## config.mk

```make
export PLATFORM = sky130hd
export DESIGN_NAME = vector_distance_metric
export DESIGN_NICKNAME = d
export VERILOG_FILES = /design/src/design/vdm_pkg.sv /design/src/design/vdm_acc.sv /design/src/design/vdm_sqrt.sv /design/src/design/vdm_div.sv /design/src/design/vector_distance_metric.sv
export VERILOG_INCLUDE_DIRS = /design/src /design/src/design
export SDC_FILE = /design/constraint.sdc
export NUM_CORES = 2
export LEC_CHECK = 0
export BUFFER_PORTS_ARGS = -buffer_cell sky130_fd_sc_hd__buf_2
export CORE_ASPECT_RATIO = 0.9
export CORE_UTILIZATION = 25
export DETAILED_ROUTE_END_ITERATION = 16
export HOLD_SLACK_MARGIN = 0.05
export MAX_ROUTING_LAYER = met4
export PLACE_DENSITY_LB_ADDON = 0.2
export SLEW_MARGIN = 20
export SYNTH_ARGS = -nofsm -noshare
export SYNTH_HDL_FRONTEND = slang
export SYNTH_SLANG_ARGS = --single-unit
```

## constraint.sdc

```tcl
create_clock -name clk -period 24.9 [get_ports clk]
set_clock_uncertainty 0.2 [all_clocks]
set_input_delay 1.245 -clock clk [delete_from_list [all_inputs] [get_ports clk]]
set_output_delay 1.245 -clock clk [all_outputs]
set_load 0.05 [all_outputs]
```

## src/design/vector_distance_metric_assert.svh

```systemverilog
// Assertion macros for the vector distance metric block.
`ifndef VECTOR_DISTANCE_METRIC_ASSERT_SVH
`define VECTOR_DISTANCE_METRIC_ASSERT_SVH

// Same-cycle implication, disabled during reset.
`define VDM_ASSERT_IMP(lbl, ante, cons, msg) \
	lbl: assert property (@(posedge clk) disable iff (!arst_n) (ante) |-> (cons)) \
		else $error(msg);

// Next-cycle implication, disabled during reset.
`define VDM_ASSERT_NXT(lbl, ante, cons, msg) \
	lbl: assert property (@(posedge clk) disable iff (!arst_n) (ante) |=> (cons)) \
		else $error(msg);

`endif

```

## src/design/vdm_pkg.sv

```systemverilog
`timescale 1ns / 1ps
package vdm_pkg;

	localparam int ACC_W = 48;

	localparam logic [1:0] METRIC_COS = 2'd0;
	localparam logic [1:0] METRIC_EUC = 2'd1;
	localparam logic [1:0] METRIC_IP  = 2'd2;

	localparam logic signed [31:0] ONE_Q16 = 32'sh0001_0000;

	typedef struct packed {
		logic signed [ACC_W-1:0] dot;
		logic signed [ACC_W-1:0] norm_a;
		logic signed [ACC_W-1:0] norm_b;
		logic signed [ACC_W-1:0] diff_sq;
	} acc_t;

endpackage

```

## src/design/vdm_acc.sv

```systemverilog
`timescale 1ns / 1ps
module vdm_acc (
	input  logic               clk,
	input  logic               arst_n,
	input  logic               start,
	input  logic               clear,
	input  logic signed [15:0] a,
	input  logic signed [15:0] b,
	output logic               done,
	output vdm_pkg::acc_t      accs
);
	import vdm_pkg::*;

	logic signed [15:0]      a_q, b_q;
	logic                    busy_q, done_q;
	logic [1:0]              phase_q;
	logic signed [ACC_W-1:0] acc_q [4];
	logic signed [16:0]      d, op_x, op_y;
	logic signed [33:0]      prod;
	logic signed [ACC_W:0]   sum;
	logic signed [ACC_W-1:0] sat;

	assign d = 17'(a_q) - 17'(b_q);

	always_comb begin
		unique case (phase_q)
			2'd0: begin op_x = 17'(a_q); op_y = 17'(b_q); end
			2'd1: begin op_x = 17'(a_q); op_y = 17'(a_q); end
			2'd2: begin op_x = 17'(b_q); op_y = 17'(b_q); end
			default: begin op_x = d; op_y = d; end
		endcase
	end

	assign prod = op_x * op_y;
	assign sum  = (ACC_W+1)'(acc_q[phase_q]) + (ACC_W+1)'(prod);

	always_comb begin
		if (sum[ACC_W] != sum[ACC_W-1]) begin
			sat = sum[ACC_W] ? {1'b1, {(ACC_W-1){1'b0}}} : {1'b0, {(ACC_W-1){1'b1}}};
		end else begin
			sat = sum[ACC_W-1:0];
		end
	end

	always_ff @(posedge clk or negedge arst_n) begin
		if (!arst_n) begin
			busy_q  <= 1'b0;
			done_q  <= 1'b0;
			phase_q <= 2'd0;
			for (int i = 0; i < 4; i++) acc_q[i] <= '0;
		end else begin
			done_q <= busy_q && !start && (phase_q == 2'd3);
			if (start) begin
				busy_q  <= 1'b1;
				phase_q <= 2'd0;
			end else if (busy_q) begin
				acc_q[phase_q] <= sat;
				phase_q        <= phase_q + 2'd1;
				if (phase_q == 2'd3) begin
					busy_q <= 1'b0;
				end
			end else if (clear) begin
				for (int i = 0; i < 4; i++) acc_q[i] <= '0;
			end
		end
	end

	always_ff @(posedge clk) begin
		if (start) begin
			a_q <= a;
			b_q <= b;
		end
	end

	assign done         = done_q;
	assign accs.dot     = acc_q[0];
	assign accs.norm_a  = acc_q[1];
	assign accs.norm_b  = acc_q[2];
	assign accs.diff_sq = acc_q[3];

endmodule

```

## src/design/vdm_sqrt.sv

```systemverilog
`timescale 1ns / 1ps
module vdm_sqrt (
	input  logic        clk,
	input  logic        arst_n,
	input  logic        start,
	input  logic [49:0] radicand,
	output logic        done,
	output logic [24:0] root
);
	logic [49:0] rad_q;
	logic [25:0] rem_q;
	logic [24:0] root_q;
	logic [4:0]  cnt_q;
	logic        busy_q, done_q;
	logic [27:0] rem_sh, trial, rem_sub;

	assign rem_sh  = {rem_q, rad_q[49:48]};
	assign trial   = {1'b0, root_q, 2'b01};
	assign rem_sub = rem_sh - trial;

	always_ff @(posedge clk or negedge arst_n) begin
		if (!arst_n) begin
			busy_q <= 1'b0;
			done_q <= 1'b0;
			cnt_q  <= '0;
		end else begin
			done_q <= busy_q && !start && (cnt_q == 5'd24);
			if (start) begin
				busy_q <= 1'b1;
				cnt_q  <= '0;
			end else if (busy_q) begin
				cnt_q <= cnt_q + 5'd1;
				if (cnt_q == 5'd24) begin
					busy_q <= 1'b0;
				end
			end
		end
	end

	always_ff @(posedge clk) begin
		if (start) begin
			rad_q  <= radicand;
			rem_q  <= '0;
			root_q <= '0;
		end else if (busy_q) begin
			rad_q <= {rad_q[47:0], 2'b00};
			if (rem_sh >= trial) begin
				rem_q  <= rem_sub[25:0];
				root_q <= {root_q[23:0], 1'b1};
			end else begin
				rem_q  <= rem_sh[25:0];
				root_q <= {root_q[23:0], 1'b0};
			end
		end
	end

	assign done = done_q;
	assign root = (rem_q > {1'b0, root_q}) ? root_q + 25'd1 : root_q;

endmodule

```

## src/design/vdm_div.sv

```systemverilog
`timescale 1ns / 1ps
module vdm_div (
	input  logic        clk,
	input  logic        arst_n,
	input  logic        start,
	input  logic [63:0] numer,
	input  logic [47:0] denom,
	output logic        done,
	output logic [63:0] quot
);
	logic [63:0] num_q, quo_q;
	logic [47:0] den_q, rem_q;
	logic [5:0]  cnt_q;
	logic        busy_q, done_q;
	logic [48:0] rem_sh, rem_sub;

	assign rem_sh  = {rem_q, num_q[63]};
	assign rem_sub = rem_sh - {1'b0, den_q};

	always_ff @(posedge clk or negedge arst_n) begin
		if (!arst_n) begin
			busy_q <= 1'b0;
			done_q <= 1'b0;
			cnt_q  <= '0;
		end else begin
			done_q <= busy_q && !start && (cnt_q == 6'd63);
			if (start) begin
				busy_q <= 1'b1;
				cnt_q  <= '0;
			end else if (busy_q) begin
				cnt_q <= cnt_q + 6'd1;
				if (cnt_q == 6'd63) begin
					busy_q <= 1'b0;
				end
			end
		end
	end

	always_ff @(posedge clk) begin
		if (start) begin
			num_q <= numer;
			den_q <= denom;
			rem_q <= '0;
			quo_q <= '0;
		end else if (busy_q) begin
			num_q <= {num_q[62:0], 1'b0};
			if (rem_sh >= {1'b0, den_q}) begin
				rem_q <= rem_sub[47:0];
				quo_q <= {quo_q[62:0], 1'b1};
			end else begin
				rem_q <= rem_sh[47:0];
				quo_q <= {quo_q[62:0], 1'b0};
			end
		end
	end

	assign done = done_q;
	assign quot = quo_q;

endmodule

```

## src/design/vector_distance_metric.sv

```systemverilog
// Element pair: one shared multiplier, 4 passes, then ready again.
// Last pair adds, up to result valid and ready again: nothing more for inner product,
// a 25-step root for euclidean, and for cosine two roots, one multiply and a 64-step
// divide, with the divide skipped when a norm is zero.
// One item at a time; the result register frees the next transfer.
// Reset clears accumulators, metric (cosine) and all handshake state.
`timescale 1ns / 1ps
`include "vector_distance_metric_assert.svh"
module vector_distance_metric (
	input  logic               clk,
	input  logic               arst_n,
	input  logic               in_valid,
	output logic               in_ready,
	input  logic signed [15:0] elem_a,
	input  logic signed [15:0] elem_b,
	input  logic               last_element,
	output logic               out_valid,
	input  logic               out_ready,
	output logic signed [31:0] distance,
	output logic               zero_norm,
	input  logic               metric_we,
	input  logic [1:0]         metric_wdata
);
	import vdm_pkg::*;

	typedef enum logic [7:0] {
		ST_IDLE = 8'b0000_0001,
		ST_ACC  = 8'b0000_0010,
		ST_SQA  = 8'b0000_0100,
		ST_SQB  = 8'b0000_1000,
		ST_MUL  = 8'b0001_0000,
		ST_CHK  = 8'b0010_0000,
		ST_DIV  = 8'b0100_0000,
		ST_RES  = 8'b1000_0000
	} state_t;

	state_t             state_q;
	logic [1:0]         metric_q;
	logic               last_q, sq_start_q, div_start_q;
	logic               out_valid_q, out_z_q, res_z_q;
	logic signed [31:0] out_dist_q, res_dist_q;
	logic [24:0]        sa_q, sb_q;
	logic [47:0]        den_q;
	logic               in_xfer, slot_free, acc_done, sq_done, div_done;
	acc_t               accs;
	logic [49:0]        radicand;
	logic [24:0]        root;
	logic [47:0]        mag;
	logic [63:0]        numer, quot;
	logic [49:0]        ip_val;
	logic [35:0]        ip_sh;
	logic signed [31:0] ip_dist, cos_dist;
	logic [16:0]        qc;
	logic signed [32:0] cosv;
	logic [49:0]        den_full;

	assign in_ready  = (state_q == ST_IDLE);
	assign in_xfer   = in_valid && in_ready;
	assign slot_free = !out_valid_q || out_ready;

	vdm_acc u_acc (
		.clk    (clk),
		.arst_n (arst_n),
		.start  (in_xfer),
		.clear  ((state_q == ST_RES) && slot_free),
		.a      (elem_a),
		.b      (elem_b),
		.done   (acc_done),
		.accs   (accs)
	);

	always_comb begin
		if (state_q == ST_SQB) begin
			radicand = {2'b00, accs.norm_b};
		end else if (metric_q == METRIC_EUC) begin
			radicand = {accs.diff_sq, 2'b00};
		end else begin
			radicand = {2'b00, accs.norm_a};
		end
	end

	vdm_sqrt u_sqrt (
		.clk      (clk),
		.arst_n   (arst_n),
		.start    (sq_start_q),
		.radicand (radicand),
		.done     (sq_done),
		.root     (root)
	);

	assign mag   = accs.dot[ACC_W-1] ? 48'(48'd0 - accs.dot) : accs.dot;
	assign numer = {mag, 16'd0} + {17'd0, den_q[47:1]};

	vdm_div u_div (
		.clk    (clk),
		.arst_n (arst_n),
		.start  (div_start_q),
		.numer  (numer),
		.denom  (den_q),
		.done   (div_done),
		.quot   (quot)
	);

	// negated dot, rounded half up at bit 14, saturated
	assign ip_val = 50'd8192 - {{2{accs.dot[ACC_W-1]}}, accs.dot};
	assign ip_sh  = ip_val[49:14];
	always_comb begin
		if (!ip_sh[35] && (ip_sh[34:31] != 4'd0)) begin
			ip_dist = 32'sh7FFF_FFFF;
		end else if (ip_sh[35] && (ip_sh[34:31] != 4'hF)) begin
			ip_dist = 32'sh8000_0000;
		end else begin
			ip_dist = ip_sh[31:0];
		end
	end

	assign qc       = (quot > 64'd65536) ? 17'd65536 : quot[16:0];
	assign cosv     = accs.dot[ACC_W-1] ? 33'sd0 - 33'(qc) : 33'(qc);
	assign cos_dist = 32'(33'(ONE_Q16) - cosv);
	assign den_full = sa_q * sb_q;

	always_ff @(posedge clk or negedge arst_n) begin
		if (!arst_n) begin
			state_q     <= ST_IDLE;
			metric_q    <= METRIC_COS;
			sq_start_q  <= 1'b0;
			div_start_q <= 1'b0;
			out_valid_q <= 1'b0;
		end else begin
			sq_start_q  <= ((state_q == ST_ACC) && acc_done && last_q && (metric_q != METRIC_IP))
				|| ((state_q == ST_SQA) && sq_done && (metric_q != METRIC_EUC));
			div_start_q <= (state_q == ST_CHK) && (den_q != 48'd0);
			if (metric_we) metric_q <= metric_wdata;
			if ((state_q == ST_RES) && slot_free) begin
				out_valid_q <= 1'b1;
			end else if (out_valid_q && out_ready) begin
				out_valid_q <= 1'b0;
			end
			unique case (state_q)
				ST_IDLE: if (in_xfer) state_q <= ST_ACC;
				ST_ACC: begin
					if (acc_done) begin
						if (!last_q) begin
							state_q <= ST_IDLE;
						end else if (metric_q == METRIC_IP) begin
							state_q <= ST_RES;
						end else begin
							state_q <= ST_SQA;
						end
					end
				end
				ST_SQA: begin
					if (sq_done) begin
						if (metric_q == METRIC_EUC) begin
							state_q <= ST_RES;
						end else begin
							state_q <= ST_SQB;
						end
					end
				end
				ST_SQB: if (sq_done) state_q <= ST_MUL;
				ST_MUL: state_q <= ST_CHK;
				ST_CHK: begin
					if (den_q == 48'd0) begin
						state_q <= ST_RES;
					end else begin
						state_q <= ST_DIV;
					end
				end
				ST_DIV: if (div_done) state_q <= ST_RES;
				ST_RES: begin
					if (slot_free) begin
						state_q <= ST_IDLE;
					end
				end
				default: state_q <= ST_IDLE;
			endcase
		end
	end

	always_ff @(posedge clk) begin
		if (in_xfer) last_q <= last_element;
		if ((state_q == ST_ACC) && acc_done) begin
			res_dist_q <= ip_dist;
			res_z_q    <= 1'b0;
		end
		if ((state_q == ST_SQA) && sq_done) begin
			sa_q       <= root;
			res_dist_q <= 32'(root);
			res_z_q    <= 1'b0;
		end
		if ((state_q == ST_SQB) && sq_done) sb_q <= root;
		if (state_q == ST_MUL) den_q <= den_full[47:0];
		if ((state_q == ST_CHK) && (den_q == 48'd0)) begin
			res_dist_q <= ONE_Q16;
			res_z_q    <= 1'b1;
		end
		if ((state_q == ST_DIV) && div_done) begin
			res_dist_q <= cos_dist;
			res_z_q    <= 1'b0;
		end
		if ((state_q == ST_RES) && slot_free) begin
			out_dist_q <= res_dist_q;
			out_z_q    <= res_z_q;
		end
	end

	assign out_valid = out_valid_q;
	assign distance  = out_dist_q;
	assign zero_norm = out_z_q;

	`VDM_ASSERT_NXT(a_busy_after_xfer, in_valid && in_ready, !in_ready, "ready after transfer")
	`VDM_ASSERT_IMP(a_zero_norm_one, out_valid && zero_norm, distance == ONE_Q16, "zero_norm value")
	`VDM_ASSERT_NXT(a_res_load, (state_q == ST_RES) && slot_free,
		out_valid && (state_q == ST_IDLE), "result not loaded")

endmodule
```

======== Word-level counts from Yosys, hierarchy flattened ========
Cells that the tools add are included.
W data, S select, Z words.
word-level totals
  logic and storage cells ................. 189
  flip-flop bits (word level) ............. 746
operators by class
  add/subtract/negate cells ............... 13
  multipliers ............................. 2
  bitwise logic cells ..................... 2
  order comparisons ....................... 6
  mux-type cells .......................... 63
  reductions and logical operators ........ 43
  equal/unequal tests ..................... 25
operators with widths
  operator                  count
  $mux W192                 2
  $mux W48                  7
  $mux W32                  7
  $mux W50                  4
  $bwmux W192               1
  $mux W64                  2
  $bmux W48 S2              1
  $demux W48 S2             1
  $mux W8                   10
  $pmux W17 S2              2
  $add A64 B47 Y64          1
  $gt A64 B17 Y1 const B    1
  $pmux W8 S8               1
  $add A48 B34 Y49          1
  $ge A49 B48 Y1            1
  $sub A15 B48 Y49 const A  1
  $logic_not A48 Y1         1
  $mul A25 B25 Y48          1
  $reduce_bool A48 Y1       1
  $sub A1 B48 Y48 const A   1
  $sub A48 B48 Y48          1
  $mul A17 B17 Y34          1
  $sub A18 B32 Y32 const A  1
  $ge A28 B27 Y1            1
  45 further kinds          103

======== Depth between registers and ports, before layout ========
  word-level depth ........................ 9
  mapped depth ............................ 40
  gate-level depth less buffers ........... 36

======== Modules after synthesis ========
A second synthesis with hierarchy kept.
unflattened totals
  cell total of the unflattened synthesis .. 8,199
  area, all modules ....................... 77,693.3 um^2
by module, submodules not included
  module                  times used  cells each  seq. area each (um^2)  area each (um^2)
  vector_distance_metric  1           3,624       5,271.3                32,474.9
  vdm_acc                 1           2,825       5,865.6                26,883.3
  vdm_div                 1           1,117       5,805.6                11,852.6
  vdm_sqrt                1           633         2,697.6                6,482.5

======== Worst setup path before layout ========
OpenSTA, ideal clock, no wires.
  kind .................................... reg-to-reg
  start point ............................. register u_acc.b_q[0]
  end point ............................... register u_acc.acc_q, in the netlist u_acc.accs[144]
  stages on the path, launching flop included .. 37
  buffers on the path ..................... 4
  slack ................................... 14.371 ns
  data arrival time ....................... 10.245 ns
  required time ........................... 24.616 ns
  cells stage by stage .................... edfxtp_1 ha_1 fa_1 nor2b_1 o21ai_0 a21boi_0 o21a_1 o211ai_1 o2111ai_1 and3_1 o221a_2 or2_2 clkbuf_1 nor3_1 fa_1 inv_1 fa_1 fa_1 fa_1 inv_1 fa_1 inv_1 fa_1 inv_1 ha_1 clkbuf_1 a21o_1 or3_1 nor3b_1 nor3_1 nor4_1 mux2i_1 nor3b_1 clkbuf_1 clkbuf_1 nor2_1 o21ai_0
on the way
  cells in the longest elaborated chain, start to end .. 8
  elaborated cells between the ends (all ways) .. 10
  those cells by class .................... add/sub (2); mul (1); eq/ne (1); mux (6)
ends and longest elaborated chain
  item                                             line                          RTL
  start, declared                                  vdm_acc.sv:14                 logic signed [15:0] a_q, b_q;
  start signal, assigned                           vdm_acc.sv:71                 b_q <= b;
  $sub A16 B16 Y17                                 vdm_acc.sv:23                 assign d = 17'(a_q) - 17'(b_q);
  $pmux W17 S2                                     vdm_acc.sv:26                 unique case (phase_q)
  $mul A17 B17 Y34 *                               vdm_acc.sv:34                 assign prod = op_x * op_y;
  $add A48 B34 Y49 *                               vdm_acc.sv:35                 assign sum = (ACC_W+1)'(acc_q[phase_q]) + (ACC_W+1)'(prod);
  $mux W48 / $ne A1 B1 Y1 (equally long branches)  vdm_acc.sv:39, vdm_acc.sv:38
  $mux W48 *                                       vdm_acc.sv:38                 if (sum[ACC_W] != sum[ACC_W-1]) begin
  $bwmux W192 *                                    vdm_acc.sv:57                 acc_q[phase_q] <= sat;
  $mux W192 *                                      vdm_acc.sv:56                 end else if (busy_q) begin
  end signal, assigned by index                    vdm_acc.sv:57
  end, declared                                    vdm_acc.sv:17                 logic signed [ACC_W-1:0] acc_q [4];
Every way passes the cells marked *; elsewhere a longest branch is shown, timed or not.
A chain may end at the register's enable or synchronous reset.

======== Worst setup path in the final report ========
  start point ............................. register u_acc.a_q[0]
  end point ............................... register u_acc.acc_q, in the netlist u_acc.accs[49]
on the way
  cells in the longest elaborated chain, start to end .. 8
  elaborated cells between the ends (all ways) .. 10
  those cells by class .................... add/sub (2); mul (1); eq/ne (1); mux (6)
ends and longest elaborated chain
  item                                             line                          RTL
  start, declared                                  vdm_acc.sv:14
  start signal, assigned                           vdm_acc.sv:70                 a_q <= a;
  $sub A16 B16 Y17                                 vdm_acc.sv:23
  $pmux W17 S2                                     vdm_acc.sv:26
  $mul A17 B17 Y34 *                               vdm_acc.sv:34
  $add A48 B34 Y49 *                               vdm_acc.sv:35
  $mux W48 / $ne A1 B1 Y1 (equally long branches)  vdm_acc.sv:39, vdm_acc.sv:38
  $mux W48 *                                       vdm_acc.sv:38
  $bwmux W192 *                                    vdm_acc.sv:57
  $mux W192 *                                      vdm_acc.sv:56
Marks and branches as above.

==> flow_summary.toml <==
[status]
outcome = "completed"

[grt]
initial_antenna_violation_count = 6
vias_in_the_first_global_route = 58818
track_usage_pct = 16.27
grt-ovfl-total = 0
grt_start_max_net_pins = 89
grt_first_pass_wirelength_um = 372500

[clocking]
clk-insertion-delay-late_ns = 0.84
cts.repair.resized = 0
postCtsHoldBufs = 0
htree_num_levels = 3
cts_tree = "done"
root_buffer = "clkbuf_16"
postCtsSetupRepairBufs = 0
path_clk_slew_ns = 0.06
clock_sink_count = 746
numCtsBuffers = 97
ctsLongestPathBuffers = 4

[drt]
dr.first_iter.drc_count = 3827
routed-via-count = 56980
detail-route-antenna-nets = 0
route.detailed.drc = 0
avgRoutedWirePerCell_um = 19.90
drt_first_pass_iters = 6
vias_per_cell = 4.703
drt_wl_total_um = 241100

[cells_and_area]
num-nets-final = 9407
area.sequential_um2 = 19660
layout.filler_cells = 32195
area_of_the_multi_input_gates_um2 = 50280
mostFrequentLayoutCell = "inv_1"
area_delta_synth_final_pct = 10.82
drive_above_1_share_pct = 7.247
most-common-layout-cells = "inv_1, nand2_1, fa_1"

[yosys]
mapped_cells = 8098
syn_area_um2 = 76170
synth-seq-cells = 746
synth-edff-count = 358
synth_ff_type = "edfxtp_1"
yosys_warnings = 0
synth_fp_nets = 9525
synthDistinctLibCells = 84
synthArstFlopShare_pct = 30.03
synth-seq-area-share_pct = 25.78
synth.avg_cell_area_um2 = 9.406

[timing]
fin_crit_ns = 12.80
setup_viol_count_final = 0
maxSlewHeadroom_pct = 25.66
fmax_ghz = 0.07815
summed_negative_setup_slack_over_all_endpoints_ns = 0
slew_viol_final = 0
worst_pin_slew_ns = 1.110
worst_slack_ns = 12.10
layout_worst_path_cycle_share_pct = 51.39
hold_viol_final = 0
grt_setup_unrepaired = "false"

[floorplanning]
num_io_pins = 75
dieHeight_um = 525.7
floorplan.die_area_um2 = 306900
num_rows = 191
start_util_pct = 25.22
die_width_um = 583.8
floorplan_core_area_um2 = 302100

[worst_setup_path]
critical_path.max_stage_delay_ns = 0.91
type_of_the_setup_path_with_the_least_slack = "flip-flop to flip-flop"
cp_max_fo = 33
worst-endpoint-required_ns = 25.33
critical_path.endpoint_type = "flip-flop"
worstPathArrival_ns = 13.23
critPathLaunchType = "flip-flop"
cpMaxStageDelayCell = "fa_1"
cell_repeated_most_along_the_worst_path = "fa_1"

[job]
drv_cap = 0

[placed_design]
io_buffers = 74
dp_hpwl_um = 182800
preCtsSetupSlack_ns = 12.10
gp_routability_congestion = 0.8612

[min_path]
worst_hold_path_type = "flip-flop to flip-flop"
## sequential cells by signal, summed over array words and instances (netlist names), 25 cells and up
signal / cells
u_sqrt.rad_q: 50
u_div.num_q: 64
u_div.quot: 64
distance: 32
u_div.rem_q: 48
den_q: 48
u_sqrt.rem_q: 26
u_div.den_q: 48
u_acc.accs: 192
res_dist_q: 32
sb_q: 25
sa_q: 25
u_sqrt.root_q: 25
## Yosys cell counts, drive strengths merged (24+ instances only)
| master | number | area (um2) |
|---|---|---|
| o21ai | 399 | 1997 |
| edfxtp | 358 | 10750 |
| or4 | 25 | 198.9 |
| nand2 | 1056 | 3964 |
| nor2 | 480 | 1802 |
| ha | 439 | 5493 |
| inv | 1288 | 4835 |
| a211oi | 67 | 503.0 |
| mux4 | 48 | 1085 |
| o21bai | 40 | 300.3 |
| o21a | 32 | 240.2 |
| and2 | 278 | 1739 |
| xor2 | 96 | 840.8 |
| o31ai | 24 | 180.2 |
| clkbuf | 371 | 1393 |
| mux2 | 100 | 1126 |
| nor3 | 71 | 355.3 |
| fa | 948 | 18980 |
| mux2i | 190 | 1902 |
| a21o | 112 | 840.8 |
| a31oi | 35 | 219.0 |
| nor4 | 56 | 356.6 |
| xnor2 | 226 | 1979 |
| nor2b | 51 | 319.1 |
| and3 | 32 | 200.2 |
| dfrtp | 223 | 5580 |
| nand2b | 43 | 269.0 |
| a21oi | 299 | 1496 |
| buf | 40 | 166.4 |
| or3 | 29 | 181.4 |
| nand4 | 66 | 412.9 |
| nand3 | 95 | 475.5 |
| a22o | 49 | 429.2 |
| dfxtp | 164 | 3283 |
## per-layer routing
metal	vias to the layer above	part of all wire (%)	track usage [%]
li1	26210	-	-
met1	29207	47	22.51
met2	1329	46	25.16
met3	234	4.8	1.937
met4	0	2.5	4.077
met5	-	0	-
## worst max-delay path: cells and delay by family, from the launching register on
family,cells,cell delay [ns]
fa+ha+maj,9,4.57
simple gates,9,3.42
compound gates,10,2.91
buf+inv,4,0.63
mux,1,0.43
flops,1,0.40
## cell type report
class,instances,area share (%)
Antenna cell,4,0.01186
Clock buffer,135,3.338
Clock inverter,42,0.5143
Inverter,1290,5.736
Multi-Input combinational cell,5651,59.56
Sequential cell,746,23.29
Tap cell,4053,6.007
Timing Repair Buffer,194,1.542
## cell families after synthesis
family | share of synthesized area (%)
fa+ha+maj | 32.13
simple gates | 14.06
xor+xnor | 3.702
buf+inv | 8.403
compound gates | 10.53
mux | 5.399
flops | 25.78
## worst paths after layout
check,cells past startpoint,start,slack (ns),end
min reg2reg,0,res_dist_q[3]$_DFFE_PP_,0.21,distance[3]$_DFFE_PP_
max reg2reg,33,u_acc.a_q[0]$_DFFE_PP_,12.10,u_acc.accs[49]$_DFFE_PN0P_
min,0,res_dist_q[3]$_DFFE_PP_,0.21,distance[3]$_DFFE_PP_
max,33,u_acc.a_q[0]$_DFFE_PP_,12.10,u_acc.accs[49]$_DFFE_PN0P_
min in group asynchronous,1,arst_n,0.26,metric_q[1]$_DFFE_PN0P_
max in group asynchronous,2,arst_n,22.68,u_div.busy_q$_DFF_PN0_
## metrics by stage
step | hold slack, ns | instances | util, % | area [um2]
floorplan | 0.2003 | 8098 | - | 76170
global placement | 0.2023 | 11933 | 26.85 | 81100
detailed placement | 0.2066 | 11933 | 26.85 | 81110
CTS | 0.1939 | 12110 | 27.93 | 84360
global route | 0.2079 | 12114 | 27.94 | 84410
finish | 0.2143 | 12115 | 27.94 | 84410
Power is left out: the tool's default activity adds up to more than one toggle a clock period on the data nets, which glitch-free logic cannot reach.
